### config.mk
export PLATFORM = sky130hd
export DESIGN_NAME = prfm_queue
export DESIGN_NICKNAME = d
export VERILOG_FILES = /design/src/hdl/prfm_pkg.sv /design/src/hdl/prfm_queue.sv
export SDC_FILE = /design/constraint.sdc
export NUM_CORES = 1
export LEC_CHECK = 0
export BUFFER_PORTS_ARGS = -buffer_cell sky130_fd_sc_hd__buf_2
export CAP_MARGIN = 15
export CORE_MARGIN = 2
export CORE_UTILIZATION = 50
export CTS_CLUSTER_SIZE = 40
export DETAILED_ROUTE_END_ITERATION = 12
export PLACE_DENSITY = 0.77
export SYNTH_ARGS = -nofsm -noshare
export SYNTH_HDL_FRONTEND = slang
export SYNTH_SLANG_ARGS = --single-unit
export TNS_END_PERCENT = 10
### constraint.sdc
create_clock -name clk -period 6.39 [get_ports clk]
set_clock_uncertainty 0.05 [all_clocks]
set_input_delay 1.278 -clock clk [delete_from_list [all_inputs] [get_ports clk]]
set_output_delay 1.278 -clock clk [all_outputs]
set_load 0.02 [all_outputs]
### src/hdl/prfm_pkg.sv
package prfm_pkg;

  localparam int NUM_REGS    = 32;
  localparam int INSTR_BYTES = 4;
  localparam int REG_W       = $clog2(NUM_REGS);
  localparam int SKIP_W      = 25;

  localparam logic [31:0] BLR_WORD     = 32'h4e80_0020;
  localparam logic [31:0] KEEP_OP_AALK = 32'hfc00_0003;
  localparam logic [31:0] KEEP_HIGH    = 32'hffff_0000;
  localparam logic [31:0] KEEP_NO_A    = 32'hffe0_ffff;
  localparam logic [31:0] LI_FIELD     = 32'h03ff_fffc;
  localparam logic [31:0] BD_FIELD     = 32'h0000_fffc;
  localparam logic [31:0] LI_SIGN      = 32'h0200_0000;
  localparam logic [31:0] BD_SIGN      = 32'h0000_8000;

  // primary opcodes
  localparam logic [5:0] OP_ADDIC    = 6'd12;
  localparam logic [5:0] OP_ADDIC_RC = 6'd13;
  localparam logic [5:0] OP_ADDI     = 6'd14;
  localparam logic [5:0] OP_ADDIS    = 6'd15;
  localparam logic [5:0] OP_BC       = 6'd16;
  localparam logic [5:0] OP_B        = 6'd18;
  localparam logic [5:0] OP_ORI      = 6'd24;
  localparam logic [5:0] OP_MEM_LO   = 6'd32;
  localparam logic [5:0] OP_STMW     = 6'd47;
  localparam logic [5:0] OP_MEM_HI   = 6'd55;

  // small-data base registers
  localparam logic [REG_W-1:0] REG_ZERO = REG_W'(0);
  localparam logic [REG_W-1:0] REG_SDA2 = REG_W'(2);
  localparam logic [REG_W-1:0] REG_SDA  = REG_W'(13);

  typedef struct packed {
    logic [31:0]       word;     // statically masked word
    logic [REG_W-1:0]  reg_a;
    logic [REG_W-1:0]  reg_d;
    logic [SKIP_W-1:0] disp;     // forward branch distance, zero if none
    logic              lis;
    logic              blr;
    logic              use_acc;  // load/store or addi family
    logic              update;
    logic              last;
  } prfm_item_t;

endpackage

### src/hdl/prfm_queue.sv
module prfm_queue
  import prfm_pkg::*;
(
  input  logic       clk,
  input  logic       rst,
  input  logic       push_valid,
  output logic       push_ready,
  input  prfm_item_t push_item,
  output logic       pop_valid,
  input  logic       pop,
  output prfm_item_t pop_item
);

  prfm_item_t entries [2];
  logic       wr_ptr;
  logic       rd_ptr;
  logic [1:0] count;
  logic       push;

  assign push_ready = (count != 2'd2);
  assign pop_valid  = (count != 2'd0);
  assign pop_item   = entries[rd_ptr];
  assign push       = push_valid && push_ready;

  always_ff @(posedge clk) begin
    if (rst) begin
      wr_ptr <= 1'b0;
      rd_ptr <= 1'b0;
      count  <= 2'd0;
    end else begin
      if (push) begin
        wr_ptr <= !wr_ptr;
      end
      if (pop) begin
        rd_ptr <= !rd_ptr;
      end
      if (push && !pop) begin
        count <= count + 2'd1;
      end else if (pop && !push) begin
        count <= count - 2'd1;
      end
    end
    if (push) begin
      entries[wr_ptr] <= push_item;
    end
  end

endmodule

==> results.py, run 1 <==
metrics = {
    "status": {
        "run_status": "complete, no violations",
    },
    "logic_synthesis": {
        "syn-cell-area_sq_um": 5450,
        "ys_types": 19,
        "ys_seq_area_share_pct": 81.2,
        "synthCells": 248,
        "synth_warnings": 0,
        "synth-seq-cells": 149,
        "synth.avg_cell_area_sq_um": 22.0,
        "syn_nets": 325,
    },
    "grt": {
        "antenna_found_initial": 0,
        "use_met2_pct": 25.4,
        "grt_pass1_vias": 2751,
        "grt_start_max_net_pins": 73,
        "grt_busiest_layer": "met2",
        "grt-ovfl-total": 0,
        "grt_util_met1_pct": 18.0,
        "use_met3_pct": 6.15,
        "grt_first_pass_wirelength_mm": 13.3,
        "grtUsageTotal_pct": 15.6,
    },
    "drt": {
        "dr.pass1.iters": 6,
        "vias_per_cell": 4.91,
        "drt_wl_total_mm": 9.07,
        "ant_nets": 0,
        "drc_errors": 0,
        "drt_iter0_markers": 167,
        "vias": 2766,
        "post_drt_wl_per_cell_microns": 16.1,
    },
    "cts": {
        "cts.sinks": 149,
        "clk_pin_slew_worst_paths_ns": 0.06,
        "htreeDepth": 4,
        "cts.root.buffer_cell": "clkbuf_8",
        "cts_buffer_depth": 2,
        "cts_hold_buf": 0,
        "cts_buffers": 17,
        "tritoncts": "done",
        "post_cts_resized": 0,
        "cts_post_setup_buffers_inserted": 0,
        "clk_latency_ns": 0.51,
    },
    "place": {
        "dp_cells": 530,
        "gp_congestion": 0.652,
        "place_hpwl_mm": 5.66,
        "numPortBuffers": 149,
        "placed_cell_area_sq_um": 6300,
    },
    "die": {
        "die_area_sq_um": 11800,
        "start_util_pct": 50.7,
        "coreArea_sq_um": 10700,
        "std_cell_rows": 38,
        "io_pins": 150,
        "die_x_microns": 108,
        "die_h_microns": 108,
    },
    "worst_setup_path": {
        "crit_type": "reg2out",
        "required_ns": 5.06,
        "path_max_fanout": 72,
        "setup.worst_path.end_class": "output pin",
        "crit_arrival_ns": 2.14,
        "crit_path_start_kind": "flip-flop",
    },
    "cells_and_area": {
        "instances_no_fill": 563,
        "final_nets": 486,
        "fin_area_sq_um": 6940,
        "syn_to_final_growth_pct": 27.3,
        "drive_gt1_share_pct": 59.7,
    },
    "hold_path": {
        "hp-class": "reg2reg",
    },
    "timing": {
        "tightestPinTransition_ns": 1.01,
        "rsz0062_at_grt": "false",
        "final_max_slew_viol_count": 0,
        "slew_headroom_pct": 32.9,
        "finalHoldViolCount": 0,
        "fin_tns_setup_ns": 0,
        "final.min_clock_period_ns": 3.47,
        "hold-worst-slack_ns": 0.467,
        "fin_crit_sh_pct": 54.3,
        "fmax_ghz": 0.288,
        "setup_viol": 0,
    },
    "pwr": {
        "ir_drop_uv": 233,
        "leakage_uw": 0.00261,
        "p_total_uw": 2620,
        "power_density_nw_per_um2": 378,
    },
    "flow_run": {
        "cap_violations": 0,
    },
}
==> placed cells by master (no fill, tap or decap), types with 2 or more instances in the layout <==
master,count
clkbuf_16,16
bufinv_16,6
nor2_1,3
xor2_1,2
mux2_2,72
edfxtp_1,144
dfxtp_1,4
clkinv_1,5
a21oi_1,2
buf_2,149
clkbuf_1,3
==> synth_stat cells <==
library cell,count,share of area [%]
and3_1,1,0.11
ha_1,1,0.23
buf_4,1,0.14
xor2_1,2,0.32
inv_1,2,0.14
buf_6,7,1.4
mux2_2,72,15
a21bo_2,1,0.18
and2_1,1,0.11
edfxtp_1,144,79
or2_2,1,0.11
nor2_1,3,0.21
nand3b_1,1,0.14
a21oi_1,2,0.18
o21ai_0,1,0.092
nand2b_4,1,0.25
dfxtp_1,5,1.8
or3_1,1,0.11
xnor2_1,1,0.16
==> path summary, 6_finish.rpt <==
kind	cells past startpoint	endpoint	slack (ns)	startpoint
min reg2reg	2	flip-flop	0.47	rd_ptr
max reg2reg	4	entries[0][48]	4.44	count[0]
max	2	pop_item[49]	2.92	flip-flop
min	2	flip-flop	0.47	rd_ptr
==> critical path: stages, from the launching register on <==
cell,delay (ns)
dfxtp_4,0.94
mux2_2,0.43
buf_2,0.16
==> flip-flops by register name, indices dropped and copies added, names as in the netlist, named ones only <==
| name | cells |
|---|---|
| rd_ptr | 1 |
| wr_ptr | 1 |
| count | 2 |
| entries | 144 |
==> per-layer routing <==
layer | part of all wire, % | up-vias
li1 | - | 1305
met1 | 40 | 1335
met2 | 51 | 113
met3 | 7.7 | 13
met4 | 1.6 | 0
met5 | 0 | -
==> report_power, final <==
part	leakage (uW)	total, uW	switching, uW	internal [uW]
Clock	0.000305	1050	346	706
Combinational	0.000924	347	207	139
Sequential	0.00139	1230	39.4	1190
Total	0.00261	2620	592	2030
==> through the flow <==
step	util, %	setup slack, ns
2_1_floorplan	-	2.89
3_3_place_gp	58.7	3.43
3_5_place_dp	58.7	3.44
4_1_cts	64.5	2.88
5_1_grt	64.5	2.77
6_report	64.6	2.92
==> cell families after synthesis <==
| family | synth area share, % |
|---|---|
| fa+ha+maj | 0.230 |
| compound gates | 0.459 |
| simple gates | 1.06 |
| flops | 81.2 |
| xor+xnor | 0.482 |
| mux | 14.9 |
| buf+inv | 1.72 |
==> area by class of cell <==
type                    instances  area, sq um
clock inverters                12          208
multi-input cells              89          937
inverters                       2         8.76
repair buffers                150          753
well taps                     140          175
clock buffers                  20          425
fillers                       773         3810
flip-flops and latches        149         4430
diodes                          1         2.50
(Power assumes the default switching activity.)
==> run 2: changes to the inputs <==
- CORE_UTILIZATION: 50 -> 47
- PLACE_DENSITY: 0.77 -> 0.76
- clock period: 6.39 -> 2.8 ns (I/O delays scaled with it)
==> run 2 against run 1 <==
  * Routed wire length grew 2.4%
  * Register-to-register slack got worse by 3.4 ns
  * Non-clock buffer count rose by 5
  * Critical endpoint is now pop_item[23]
  * Setup slack got worse by 2.5 ns
  * Combinational power up 140%
  * Clock power grew 130%
  * Highest routed layer is now met5
  * Global-route usage down 0.11 points
==> results.py, run 2 (same netlist as run 1, synthesis figures left out) <==
metrics = {
    "drt": {
        "vias": 2777,
        "drc_errors": 0,
        "vias_per_cell": 4.87,
        "drt_iter0_markers": 144,
        "drt_wl_total_mm": 9.29,
        "post_drt_wl_per_cell_microns": 16.3,
        "dr.pass1.iters": 4,
        "ant_nets": 0,
    },
    "timing": {
        "finalHoldViolCount": 0,
        "fin_tns_setup_ns": 0,
        "fin_crit_sh_pct": 84.6,
        "fmax_ghz": 0.422,
        "slew_headroom_pct": 62.1,
        "final_max_slew_viol_count": 0,
        "setup_viol": 0,
        "tightestPinTransition_ns": 0.569,
        "final.min_clock_period_ns": 2.37,
        "rsz0062_at_grt": "false",
    },
    "grt": {
        "grt_first_pass_wirelength_mm": 14.6,
        "grtUsageTotal_pct": 15.5,
        "grt_start_max_net_pins": 41,
        "grt_pass1_vias": 2959,
        "antenna_found_initial": 1,
        "grt-ovfl-total": 0,
    },
    "die": {
        "std_cell_rows": 39,
        "io_pins": 150,
        "die_area_sq_um": 12500,
        "coreArea_sq_um": 11400,
        "die_x_microns": 112,
        "die_h_microns": 112,
        "start_util_pct": 47.9,
    },
    "worst_setup_path": {
        "crit_arrival_ns": 1.76,
        "rr_worst_depth": 3,
        "path_max_fanout": 23,
        "crit_path_start_kind": "flip-flop",
        "r2r-end": "entries[1][50]",
        "r2r-start": "count[0]",
        "crit_type": "reg2out",
        "required_ns": 2.19,
        "ff2ff_setup_slack_ns": 1.07,
        "setup.worst_path.end_class": "output pin",
    },
    "cells_and_area": {
        "num_antenna_cells": 0,
        "syn_to_final_growth_pct": 28.7,
        "largest_reg_flops": 144,
        "top_regs": "entries x144, count x2",
        "drive_gt1_share_pct": 60.9,
        "fillCellCount": 861,
        "final_nets": 491,
        "most-common-layout-cells": "149 x buf_2, 144 x edfxtp_1, 72 x mux2_2",
        "final_common_cell": "buf_2",
        "fin_util_pct": 61.7,
        "regMostFlops": "entries",
        "instances_no_fill": 570,
    },
    "place": {
        "place_hpwl_mm": 6.08,
        "gp_congestion": 0.707,
        "numPortBuffers": 149,
        "dp_cells": 538,
    },
    "pwr": {
        "leakage_uw": 0.00264,
        "cell_internal_pwr_uw": 4660,
        "p_sw_uw": 1380,
        "p_sw_share_pct": 22.8,
        "ir_drop_uv": 401,
        "seqPwrFrac_pct": 45.7,
        "power_density_nw_per_um2": 862,
        "pwr-share-clk_pct": 40.3,
        "pwr-share-comb_pct": 13.9,
    },
    "status": {
        "run_status": "complete, no violations",
    },
    "hold_path": {
        "hp-class": "in2reg",
        "holdPathStages": 1,
        "min_from": "push_item[59]",
        "holdPathEnd": "entries[1][59]",
    },
    "cts": {
        "cts_buffer_depth": 2,
        "cts_hold_buf": 0,
        "tritoncts": "done",
        "clk_latency_ns": 0.41,
        "cts.root.buffer_cell": "clkbuf_16",
        "clk_pin_slew_worst_paths_ns": 0.06,
        "htreeDepth": 4,
        "cts_buffers": 17,
        "cts_post_setup_buffers_inserted": 0,
        "post_cts_resized": 0,
        "cts.sinks": 149,
    },
    "flow_run": {
        "cap_violations": 0,
    },
}
run 2: worst max-delay path by stage:
| stage | from | end | slack (ns) | cells past startpoint |
|---|---|---|---|---|
| after detailed placement | flip-flop | pop_item[24] | 0.84 | 3 |
| after global placement | flip-flop | pop_item[24] | 0.84 | 3 |
| after CTS | flip-flop | pop_item[24] | 0.40 | 3 |
| final | flip-flop | pop_item[23] | 0.43 | 3 |
| after global routing | flip-flop | pop_item[23] | 0.33 | 3 |
| after floorplan | count[0] | entries[0][0] | 0.25 | 3 |
run 2: power by group through the flow:
stage	registers, uW	logic (uW)	clock network [uW]
after floorplan	2790	572	0
after global placement	2800	837	0
after detailed placement	2810	849	0
after CTS	2770	853	2480
after global routing	2790	905	2580
final	2760	841	2440
run 2: critical path, stage by stage, from the launching register on:
cell,delay [ns]
dfxtp_4,0.46
buf_4,0.34
mux2_2,0.39
buf_2,0.16
run 2: per-layer routing:
layer	global-route usage [%]	routed length (microns)	share of wire, %
met1	18.5	3790	41
met4	6.09	135	1.5
met3	6.21	661	7.1
met5	0	16	0.17
met2	25.2	4690	50
run 2: final cells by class:
cell class	instances	area, sq um	share of cell area (%)
Sequential cell	149	4430	63.2
Multi-Input combinational cell	89	937	13.4
Timing Repair Buffer	155	816	11.6
Clock buffer	23	468	6.67
Tap cell	143	179	2.55
Clock inverter	9	176	2.52
Inverter	2	7.51	0.107
run 2: stage by stage:
step | cell area, sq um | total power [uW] | setup slack (ns) | hold WS, ns
finish | 7010 | 6040 | 0.432 | 0.289
global placement | 6370 | 3640 | 0.841 | 0.441
CTS | 7010 | 6100 | 0.401 | 0.274
floorplan | 5450 | 3370 | 0.254 | 0.430
detailed placement | 6370 | 3660 | 0.844 | 0.470
global route | 7010 | 6270 | 0.326 | 0.265
