**src/hdl/prfm_pkg.sv**
```systemverilog
package prfm_pkg;

  localparam int NUM_REGS    = 32;
  localparam int INSTR_BYTES = 4;
  localparam int REG_W       = $clog2(NUM_REGS);
  localparam int SKIP_W      = 25;

  localparam logic [31:0] BLR_WORD     = 32'h4e80_0020;
  localparam logic [31:0] KEEP_OP_AALK = 32'hfc00_0003;
  localparam logic [31:0] KEEP_HIGH    = 32'hffff_0000;
  localparam logic [31:0] KEEP_NO_A    = 32'hffe0_ffff;
  localparam logic [31:0] LI_FIELD     = 32'h03ff_fffc;
  localparam logic [31:0] BD_FIELD     = 32'h0000_fffc;
  localparam logic [31:0] LI_SIGN      = 32'h0200_0000;
  localparam logic [31:0] BD_SIGN      = 32'h0000_8000;

  // primary opcodes
  localparam logic [5:0] OP_ADDIC    = 6'd12;
  localparam logic [5:0] OP_ADDIC_RC = 6'd13;
  localparam logic [5:0] OP_ADDI     = 6'd14;
  localparam logic [5:0] OP_ADDIS    = 6'd15;
  localparam logic [5:0] OP_BC       = 6'd16;
  localparam logic [5:0] OP_B        = 6'd18;
  localparam logic [5:0] OP_ORI      = 6'd24;
  localparam logic [5:0] OP_MEM_LO   = 6'd32;
  localparam logic [5:0] OP_STMW     = 6'd47;
  localparam logic [5:0] OP_MEM_HI   = 6'd55;

  // small-data base registers
  localparam logic [REG_W-1:0] REG_ZERO = REG_W'(0);
  localparam logic [REG_W-1:0] REG_SDA2 = REG_W'(2);
  localparam logic [REG_W-1:0] REG_SDA  = REG_W'(13);

  typedef struct packed {
    logic [31:0]       word;     // statically masked word
    logic [REG_W-1:0]  reg_a;
    logic [REG_W-1:0]  reg_d;
    logic [SKIP_W-1:0] disp;     // forward branch distance, zero if none
    logic              lis;
    logic              blr;
    logic              use_acc;  // load/store or addi family
    logic              update;
    logic              last;
  } prfm_item_t;

endpackage

```
**src/hdl/prfm_front.sv**
```systemverilog
module prfm_front
  import prfm_pkg::*;
(
  input  logic        clk,
  input  logic        rst,
  input  logic        in_valid,
  output logic        in_stall,
  input  logic [31:0] instr_word,
  input  logic        last_of_section,
  input  logic        push_ready,
  output logic        push_valid,
  output prfm_item_t  push_item
);

  logic       item_valid;
  prfm_item_t item;
  prfm_item_t dec;
  logic [5:0] op;
  logic       plain;
  logic       is_mem;
  logic       is_addi;
  logic       is_lis;
  logic [31:0] mask;
  logic       load;

  always_comb begin
    op      = instr_word[31:26];
    plain   = (instr_word[1:0] == 2'b00);
    is_mem  = op inside {[OP_MEM_LO:OP_MEM_HI]};
    is_addi = op inside {OP_ADDIC, OP_ADDIC_RC, OP_ADDI, OP_ORI};
    is_lis  = (op == OP_ADDIS) && (instr_word[20:16] == REG_ZERO);

    dec.disp = '0;
    if (op == OP_B && plain && (instr_word & LI_SIGN) == '0) begin
      dec.disp = instr_word[SKIP_W-1:0] & LI_FIELD[SKIP_W-1:0];
    end else if (op == OP_BC && plain && (instr_word & BD_SIGN) == '0) begin
      dec.disp = SKIP_W'(instr_word[15:0] & BD_FIELD[15:0]);
    end

    mask = '1;
    if (op == OP_B) begin
      mask = KEEP_OP_AALK;
    end else if ((is_mem && (instr_word[20:16] == REG_ZERO || instr_word[20:16] == REG_SDA2 ||
                             instr_word[20:16] == REG_SDA)) ||
                 (is_addi && (instr_word[20:16] == REG_SDA2 ||
                              instr_word[20:16] == REG_SDA))) begin
      mask = KEEP_HIGH & KEEP_NO_A;
    end else if (is_lis) begin
      mask = KEEP_HIGH;
    end

    dec.word    = instr_word & mask;
    dec.reg_a   = instr_word[20:16];
    dec.reg_d   = instr_word[25:21];
    dec.lis     = is_lis;
    dec.blr     = (instr_word == BLR_WORD);
    dec.use_acc = is_mem || is_addi;
    dec.update  = is_mem && op[0] && (op != OP_STMW);
    dec.last    = last_of_section;
  end

  assign push_valid = item_valid;
  assign push_item  = item;
  assign in_stall   = item_valid && !push_ready;
  assign load       = in_valid && !in_stall;

  always_ff @(posedge clk) begin
    if (rst) begin
      item_valid <= 1'b0;
    end else if (load) begin
      item_valid <= 1'b1;
    end else if (push_ready) begin
      item_valid <= 1'b0;
    end
    if (load) begin
      item <= dec;
    end
  end

endmodule

```
**config.mk**
```make
export PLATFORM = sky130hd
export DESIGN_NAME = prfm_front
export DESIGN_NICKNAME = d
export VERILOG_FILES = /design/src/hdl/prfm_pkg.sv /design/src/hdl/prfm_front.sv
export SDC_FILE = /design/constraint.sdc
export NUM_CORES = 1
export LEC_CHECK = 0
export BUFFER_PORTS_ARGS = -buffer_cell sky130_fd_sc_hd__buf_2
export CAP_MARGIN = 20
export CORE_UTILIZATION = 43
export DETAILED_ROUTE_END_ITERATION = 8
export GPL_ROUTABILITY_DRIVEN = 0
export PLACE_DENSITY = 0.75
export SYNTH_ARGS = -nofsm -noshare
export SYNTH_HDL_FRONTEND = slang
export SYNTH_SLANG_ARGS = --single-unit
```
**constraint.sdc**
```tcl
create_clock -name clk -period 4.1 [get_ports clk]
set_input_delay 0 -clock clk [delete_from_list [all_inputs] [get_ports clk]]
set_output_delay 0 -clock clk [all_outputs]
set_load 0.1 [all_outputs]
```
==> results.py, run 1 <==
metrics = {
    "run_status": {
        "status": "finished clean",
    },
    "yosys": {
        "syn_area_mm2": 0.00284,
        "synth_seq_area_share_pct": 74.7,
        "yosys_warnings": 0,
        "synthDistinctLibCells": 29,
        "synth-async-reset-ratio_pct": 0,
        "synth_edf_count": 70,
        "synth_top_cell_area_share_pct": 74.0,
        "yosysTopAreaCell": "edfxtp_1",
        "netlist_top_cells_area": "edfxtp_1 (74%), and2_1 (6.4%), a21oi_1 (3.9%), nand3_1 (2.5%), nand2_1 (1.3%)",
        "ys_seq_elements": 71,
        "syn_inst": 190,
        "postSynthAreaPerCell_um2": 15.0,
        "ys.flop_type": "edfxtp_1",
    },
    "final_layout": {
        "final_area_mm2": 0.00391,
        "final_common_cell": "buf_2",
        "area_delta_synth_final_pct": 37.6,
        "num-nets-final": 370,
        "final_cells": 413,
        "final_cell_mix": "buf_2 (108), edfxtp_1 (70), dlygate4sd3_1 (32)",
        "drive_gt1_share_pct": 38.4,
        "antenna_cells": 0,
        "nFillCells": 502,
    },
    "sta": {
        "fmax_ghz": 0.463,
        "whs_ns": 0.0241,
        "fin_setup_tns_ns": 0,
        "tightestPinTransition_ns": 0.913,
        "post-route-min-period_ns": 2.16,
        "hold_violations": 0,
        "min_period_over_period_pct": 52.7,
        "fin_skew_ns": 0.00335,
        "drv_slew": 0,
        "slew_headroom_pct": 39.1,
        "setup_viol": 0,
        "rsz0062_at_grt": "false",
    },
    "drt": {
        "num_vias": 2073,
        "drt_first_iter_violations": 138,
        "antenna_left": 0,
        "drc": 0,
        "wl_um": 6520,
        "avgViaCountPerCell": 5.02,
        "first_pass_iters": 4,
        "wl_per_cell_um": 15.8,
    },
    "global_routing": {
        "grt_start_max_net_pins": 71,
        "grt_overflow_total": 0,
        "grt_most_used_layer": "met2",
        "grt_first_pass_wirelength_um": 9910,
        "grtUsageMet3_pct": 7.16,
        "met1_usage_pct": 23.5,
        "antenna_found_initial": 0,
        "grt_util_met2_pct": 30.4,
        "grt_util_all_layers_pct": 19.0,
        "grt_pass1_vias": 1992,
    },
    "setup_path": {
        "endpoint": "push_item[21]$_SDFFCE_PN0P_",
        "worstReg2RegEnd": "push_item[54]$_DFFE_PP_",
        "rr_worst_depth": 3,
        "cp.arrival_ns": 2.36,
        "cp.required_ns": 4.30,
        "r2r_start": "push_valid$_SDFFE_PP0P_",
        "regToRegSetupSlack_ns": 2.44,
        "worstSetupPathType": "in2reg",
        "worst-path-max-fanout": 25,
        "cp-end-kind": "flop",
        "cp-start-kind": "input pin",
        "crit_start": "instr_word[29]",
    },
    "clocking": {
        "cts_tree": "built",
        "htree_levels": 3,
        "root_buffer": "clkbuf_8",
        "clock_tree.buffer_depth": 2,
        "cts.sinks": 71,
        "numCtsBuffers": 9,
        "clk_pin_slew_ns": 0.07,
        "insertion_delay_ns": 0.33,
    },
    "power": {
        "pwr_density_cell_mw_per_mm2": 448,
        "vdd_drop_max_mv": 0.269,
        "leakagePower_uw": 0.00164,
    },
    "die": {
        "die_width_um": 83.3,
        "initial_core_util_pct": 44.7,
        "num_rows": 29,
        "io_pins": 111,
        "coreArea_mm2": 0.00635,
        "fp.dieH_um": 83.3,
        "design.die.area_mm2": 0.00694,
    },
    "place": {
        "hpwl_um": 4060,
        "port_buffers": 108,
        "placed_area_mm2": 0.00345,
        "place_inst": 367,
    },
    "min_path": {
        "hold_path.class": "in2reg",
    },
    "job": {
        "maxCapViolCount": 0,
    },
}
how the worst min path moves through the flow:
| stage | from | to | slack, ns | cells past startpoint |
|---|---|---|---|---|
| CTS | instr_word[15] | push_item[20]$_DFFE_PP_ | 0.01 | 2 |
| detailed placement | rst | push_valid$_SDFFE_PP0P_ | 0.17 | 2 |
| global route | instr_word[15] | push_item[20]$_DFFE_PP_ | 0.02 | 2 |
| floorplan | rst | push_valid$_SDFFE_PP0P_ | 0.07 | 1 |
| global placement | rst | push_valid$_SDFFE_PP0P_ | 0.16 | 2 |
| finish | instr_word[15] | push_item[20]$_DFFE_PP_ | 0.02 | 2 |
cell families (layout without fill, tap and decap cells):
| group | Yosys count | count (layout) | synth area share [%] |
|---|---|---|---|
| other | 1 | 2 | 0.132 |
| AO/OA/AOI/OAI | 27 | 27 | 5.77 |
| buffers and inverters | 11 | 156 | 2.11 |
| flip-flops | 71 | 71 | 74.7 |
| AND/OR/NAND/NOR | 80 | 80 | 17.3 |
area by class of cell:
cell class / count / area, um^2 / area share, %
Clock buffer: 11 / 131 / 3.36
Clock inverter: 3 / 12.5 / 0.320
Inverter: 1 / 3.75 / 0.0960
Multi-Input combinational cell: 109 / 677 / 17.3
Sequential cell: 71 / 2120 / 54.3
Tap cell: 77 / 96.3 / 2.46
Timing Repair Buffer: 141 / 868 / 22.2
synth_stat cells (2+ instances only):
cell type,count
a21oi_1,22
and2_1,29
buf_2,3
edfxtp_1,70
nor4_1,3
nand3_1,14
clkbuf_1,4
buf_4,2
nand4_1,3
nor2_1,6
nand2_1,10
nor3_1,3
nor2b_1,5
layer usage:
metal,vias up,part of all wire (%)
met1,980,43
met4,0,1.8
met5,-,0
met2,93,49
li1,989,-
met3,11,6.7
critical path, stage by stage:
cell and delay [ns]:
dlygate4sd3_1 0.55, buf_2 0.18, nor4b_4 0.34, nand3b_2 0.49
nor4_4 0.58, and2_1 0.22
metrics by stage:
| stage | util, % | setup WS [ns] | total power [uW] |
|---|---|---|---|
| 2_1_floorplan | - | 0.635 | 1220 |
| 3_3_place_gp | 54.3 | 2.14 | 1300 |
| 3_5_place_dp | 54.3 | 2.10 | 1300 |
| 4_1_cts | 61.6 | 1.92 | 1760 |
| 5_1_grt | 61.6 | 1.74 | 1800 |
| 6_report | 61.6 | 1.94 | 1750 |
repair_timing:
| action | CTS | global route |
|---|---|---|
| resized for setup | 0 | 0 |
| endpoints found under the hold margin | 39 | 0 |
| hold buffers | 32 | 0 |
| buffers inserted | 0 | 0 |
registers in the layout, summed over array words and instances (netlist names):
name and cells:
push_item 70, push_valid 1
where the power goes:
group	total (uW)	switching, uW	internal [uW]
sequential	857	11.2	846
clock	440	232	208
combinational	455	381	74.0
total	1750	624	1130
(Power assumes the default switching activity.)
==> inputs of run 2 (changes only) <==
- CORE_UTILIZATION: 43 -> 48
- PLACE_DENSITY: 0.75 -> 0.79
- clock period: 4.1 -> 2.05 ns (I/O delays scaled with it)
==> run 2 against run 1 <==
Compared with the run above:
- count of clock-buffer cells in the layout is 1 lower
- largest cell class unchanged
- die area decreased by 10%
- register-to-register slack got worse by 1.7 ns
- clock power increased by 130%
- worst setup slack worse by 1.7 ns
==> results.py, run 2 (synthesis results as in run 1) <==
metrics = {
    "setup_path": {
        "cpPeakStageDelay_ns": 0.53,
        "worstSetupPathType": "in2reg",
        "regToRegSetupSlack_ns": 0.77,
        "cp_num_buf_inv": 2,
        "cp.arrival_ns": 1.85,
        "cp.required_ns": 2.09,
        "r2r_start": "push_valid$_SDFFE_PP0P_",
        "critPathSlowestCell": "dlygate4sd3_1",
        "cp-end-kind": "flop",
        "worst-path-max-fanout": 17,
        "crit_chain": "dlygate4sd3_1 > buf_2 > nor3_1 > nand4_2 > nand3_1 > a21oi_1",
        "cp-start-kind": "input pin",
        "crit_start": "instr_word[16]",
        "crit_family": "simple AND/OR/NAND/NOR gates",
    },
    "sta": {
        "fmax_ghz": 0.553,
        "layout_setup_ws_ns": 0.240,
        "hold_violations": 0,
        "min_period_over_period_pct": 88.3,
        "rsz0062_at_grt": "false",
        "slew_headroom_pct": 47.8,
        "post-route-min-period_ns": 1.81,
        "tightestPinTransition_ns": 0.781,
        "fin_skew_ns": 0.00314,
        "fin_setup_tns_ns": 0,
        "setup_viol": 0,
        "drv_slew": 0,
    },
    "power": {
        "clockPowerShare_pct": 28.1,
        "vdd_drop_max_mv": 0.548,
        "p_switching_uw": 1270,
        "pwr_density_cell_mw_per_mm2": 922,
        "p_int_uw": 2390,
        "p_sw_share_pct": 34.7,
        "power_frac_seq_pct": 46.8,
        "combPwrFrac_pct": 25.1,
        "leakagePower_uw": 0.00168,
    },
    "place": {
        "dp_slack_ns": 0.457,
        "hpwl_um": 4090,
        "placed_area_mm2": 0.00348,
        "place_inst": 365,
        "port_buffers": 108,
    },
    "die": {
        "fp.dieH_um": 78.9,
        "num_rows": 27,
        "design.die.area_mm2": 0.00623,
        "io_pins": 111,
        "die_width_um": 78.9,
        "initial_core_util_pct": 50.7,
        "coreArea_mm2": 0.00561,
    },
    "final_layout": {
        "final_cell_mix": "buf_2 (108), edfxtp_1 (70), dlygate4sd3_1 (30)",
        "nFillCells": 418,
        "antenna_cells": 0,
        "final_cells": 411,
        "final_area_mm2": 0.00396,
        "largest_reg_flops": 70,
        "fin_util_pct": 70.7,
        "final_common_cell": "buf_2",
        "area_delta_synth_final_pct": 39.5,
        "num-nets-final": 371,
        "multi_input_area_um2": 682,
        "seq_area_mm2": 0.00213,
        "drive_gt1_share_pct": 39.8,
    },
    "drt": {
        "antenna_left": 0,
        "wl_um": 6580,
        "num_vias": 2127,
        "first_pass_iters": 5,
        "wl_per_cell_um": 16.0,
        "drt_first_iter_violations": 113,
        "avgViaCountPerCell": 5.18,
        "drc": 0,
    },
    "clocking": {
        "post_cts_buffers": 0,
        "htree_levels": 3,
        "cts.sinks": 71,
        "ctsResizeCount": 0,
        "insertion_delay_ns": 0.33,
        "cts_tree": "built",
        "clk_pin_slew_ns": 0.07,
        "clock_tree.buffer_depth": 2,
        "root_buffer": "clkbuf_8",
        "numCtsBuffers": 9,
        "cts_hold_buf": 30,
    },
    "global_routing": {
        "grt_start_max_net_pins": 71,
        "grt_overflow_total": 0,
        "antenna_found_initial": 0,
        "grt_util_met2_pct": 36.3,
        "grt_most_used_layer": "met2",
        "grt_first_pass_wirelength_um": 10000,
        "grt_pass1_vias": 2116,
        "met1_usage_pct": 26.6,
        "grt_util_all_layers_pct": 21.9,
        "grtUsageMet3_pct": 4.14,
    },
    "min_path": {
        "hold_path.class": "in2reg",
        "worstHoldStart": "instr_word[27]",
    },
    "run_status": {
        "status": "finished clean",
    },
    "job": {
        "maxCapViolCount": 0,
    },
}
run 2: worst reg2reg max path, delay by kind of cell, from the launching register on:
| family | cells | cell delay, ns |
|---|---|---|
| buffers and inverters | 1 | 0.33 |
| DFF | 1 | 0.34 |
| and+or+nand+nor | 2 | 0.25 |
run 2: worst paths after layout:
kind | end | depth (start not counted)
min | push_item[67]$_DFFE_PP_ | 1
max | push_item[44]$_DFFE_PP_ | 6
max reg2reg | push_item[38]$_DFFE_PP_ | 3
min reg2reg | push_item[13]$_DFFE_PP_ | 3
run 2: power groups by stage:
stage               Combinational [uW]  Sequential [uW]  Clock [uW]
floorplan                          113             2330           0
global placement                   864             1740           0
detailed placement                 869             1740           0
CTS                                915             1710        1050
global route                       944             1720        1090
finish                             917             1710        1030
run 2: per-stage QoR:
stage          total power (uW)  hold WS (ns)
2_1_floorplan              2450        0.0627
3_3_place_gp               2600         0.148
3_5_place_dp               2610         0.154
4_1_cts                    3670     0.0000756
5_1_grt                    3760        0.0168
6_report                   3660        0.0135
run 2: layer usage:
metal / share of wire (%) / wire length, um / up-vias
met5: 0 / 0 / -
met4: 2.6 / 172 / 0
met3: 6.3 / 413 / 14
met2: 51 / 3350 / 104
met1: 40 / 2640 / 1011
li1: - / - / 998
run 2: final cells by class:
cell class              instances  area share (%)
well taps                      72            2.27
flip-flops and latches         71            53.6
clock buffers                  10            3.22
clock inverters                 6            1.29
repair buffers                142            22.3
multi-input cells             109            17.2
inverters                       1          0.0947
==> inputs of run 3 (changes only) <==
- PLACE_DENSITY: 0.79 -> default
- PLACE_DENSITY_LB_ADDON: default -> 0.15
==> run 3 against run 2 <==
Compared with the run above:
- critical endpoint is now push_item[16]$_DFFE_PP_
- register-to-register slack lost 0.12 ns
- maximum frequency grew 0.76%
- core utilization increased by 0.47 points
- highest routed layer unchanged
- sequential power about the same
- die area unchanged
- final cell count rose by 0.97%
==> results.py, run 3 (synthesis results as in run 1) <==
metrics = {
    "run_status": {
        "status": "finished clean",
    },
    "min_path": {
        "hold_path.class": "in2reg",
        "worstHoldStart": "instr_word[0]",
        "min_to": "push_item[40]$_DFFE_PP_",
        "min_path_cells": 3,
    },
    "drt": {
        "avgViaCountPerCell": 5.00,
        "num_vias": 2074,
        "drc": 0,
        "antenna_left": 0,
        "first_pass_iters": 4,
        "wl_um": 6270,
        "drt_first_iter_violations": 112,
        "wl_per_cell_um": 15.1,
    },
    "final_layout": {
        "fin_util_pct": 71.2,
        "final_common_cell": "buf_2",
        "drive_gt1_share_pct": 39.9,
        "area_delta_synth_final_pct": 40.4,
        "antenna_cells": 0,
        "largest_reg_flops": 70,
        "num-nets-final": 375,
        "final_cell_mix": "buf_2 (108), edfxtp_1 (70), dlygate4sd3_1 (33)",
        "final_cells": 415,
    },
    "global_routing": {
        "grt_overflow_total": 0,
        "antenna_found_initial": 0,
        "grt_util_all_layers_pct": 21.4,
        "grt_first_pass_wirelength_um": 9760,
        "grt_start_max_net_pins": 42,
        "grt_pass1_vias": 1998,
    },
    "clocking": {
        "numCtsBuffers": 9,
        "ctsResizeCount": 0,
        "clock_tree.buffer_depth": 2,
        "clk_pin_slew_ns": 0.07,
        "insertion_delay_ns": 0.33,
        "cts.sinks": 71,
        "htree_levels": 3,
        "cts_tree": "built",
        "root_buffer": "clkbuf_8",
    },
    "setup_path": {
        "worst-path-max-fanout": 7,
        "cp.required_ns": 2.25,
        "cp-start-kind": "input pin",
        "crit_family": "buffers and inverters",
        "cp_num_buf_inv": 3,
        "regToRegSetupSlack_ns": 0.65,
        "crit_chain": "dlygate4sd3_1 > buf_2 > nor4b_4 > nand2_2 > a2111oi_4 > buf_4 > and2_1",
        "r2r_start": "push_valid$_SDFFE_PP0P_",
        "cp-end-kind": "flop",
        "worstSetupPathType": "in2reg",
        "rr_worst_depth": 3,
        "worstReg2RegEnd": "push_item[56]$_DFFE_PP_",
        "critPathSlowestCell": "dlygate4sd3_1",
        "cp.arrival_ns": 2.00,
        "cpPeakStageDelay_ns": 0.55,
    },
    "die": {
        "design.die.area_mm2": 0.00623,
        "io_pins": 111,
        "coreArea_mm2": 0.00561,
        "fp.dieH_um": 78.9,
        "initial_core_util_pct": 50.7,
        "num_rows": 27,
        "die_width_um": 78.9,
    },
    "sta": {
        "drv_slew": 0,
        "layout_setup_ws_ns": 0.254,
        "rsz0062_at_grt": "false",
        "post-route-min-period_ns": 1.80,
        "fin_skew_ns": 0.00596,
        "fmax_ghz": 0.557,
        "fin_setup_tns_ns": 0,
        "tightestPinTransition_ns": 0.777,
        "hold_violations": 0,
        "min_period_over_period_pct": 87.6,
        "setup_viol": 0,
        "slew_headroom_pct": 48.0,
    },
    "place": {
        "port_buffers": 108,
        "dp_slack_ns": 0.476,
        "place_inst": 366,
        "hpwl_um": 3950,
    },
    "job": {
        "maxCapViolCount": 0,
    },
    "power": {
        "leakagePower_uw": 0.00169,
        "power.total_uw": 3650,
        "pwr_density_cell_mw_per_mm2": 915,
        "vdd_drop_max_mv": 0.479,
    },
}
-- run 3: changes by cell type in the layout (fill, tap and decap cells not counted) --
cell           change
buf_4              +2
clkbuf_1           +1
clkinv_1           -2
dlygate4sd3_1      +3
buf_12             -1
clkinv_2           +1
-- run 3: repair_timing --
| action | 4_1_cts | 5_1_grt |
|---|---|---|
| hold buffers | 33 | 0 |
| buffers inserted | 0 | 0 |
| endpoints found under the hold margin | 40 | 0 |
-- run 3: power breakdown --
group / internal [uW] / total (uW) / switching (uW) / leakage [uW]
combinational: 153 / 915 / 762 / 0.000903
sequential: 1690 / 1710 / 20.0 / 0.000693
clock: 553 / 1030 / 475 / 0.0000945
-- run 3: final cells by class --
cell class,instances,area [um^2]
clock inverters,5,48.8
inverters,1,3.75
fillers,407,1620
repair buffers,146,908
clock buffers,11,131
well taps,72,90.1
multi-input cells,109,682
flip-flops and latches,71,2130
-- run 3: metrics by stage --
step	hold slack, ns	instance area (um^2)
after global placement	0.146	3480
after global routing	0.0544	3990
after CTS	0.0358	3990
after detailed placement	0.148	3480
after floorplan	0.0627	2860
final	0.0472	3990
-- run 3: layer usage --
| metal | track usage [%] | vias to the layer above | wire length (um) |
|---|---|---|---|
| met2 | 35.2 | 97 | 3110 |
| met5 | 0 | - | 0 |
| met1 | 26.2 | 967 | 2620 |
| met4 | 9.27 | 0 | 92 |
| li1 | - | 1002 | - |
| met3 | 6.55 | 8 | 441 |
-- run 3: worst max-delay path by stage --
stage                             from                       to  slack (ns)  cells after the start
3_5_place_dp            instr_word[16]  push_item[53]$_DFFE_PP_        0.48                      5
2_1_floorplan  push_valid$_SDFFE_PP0P_   push_item[0]$_DFFE_PP_       -0.17                      2
3_3_place_gp            instr_word[16]  push_item[53]$_DFFE_PP_        0.49                      5
6_report                instr_word[29]  push_item[16]$_DFFE_PP_        0.25                      7
5_1_grt                 instr_word[16]  push_item[46]$_DFFE_PP_        0.12                      6
4_1_cts                 instr_word[16]  push_item[53]$_DFFE_PP_        0.29                      6
-- run 3: worst reg2reg max path: cells and delay by family, from the launching register on --
| family | cells | cell delay [ns] |
|---|---|---|
| flops | 1 | 0.34 |
| simple gates | 2 | 0.23 |
| buf+inv | 1 | 0.44 |
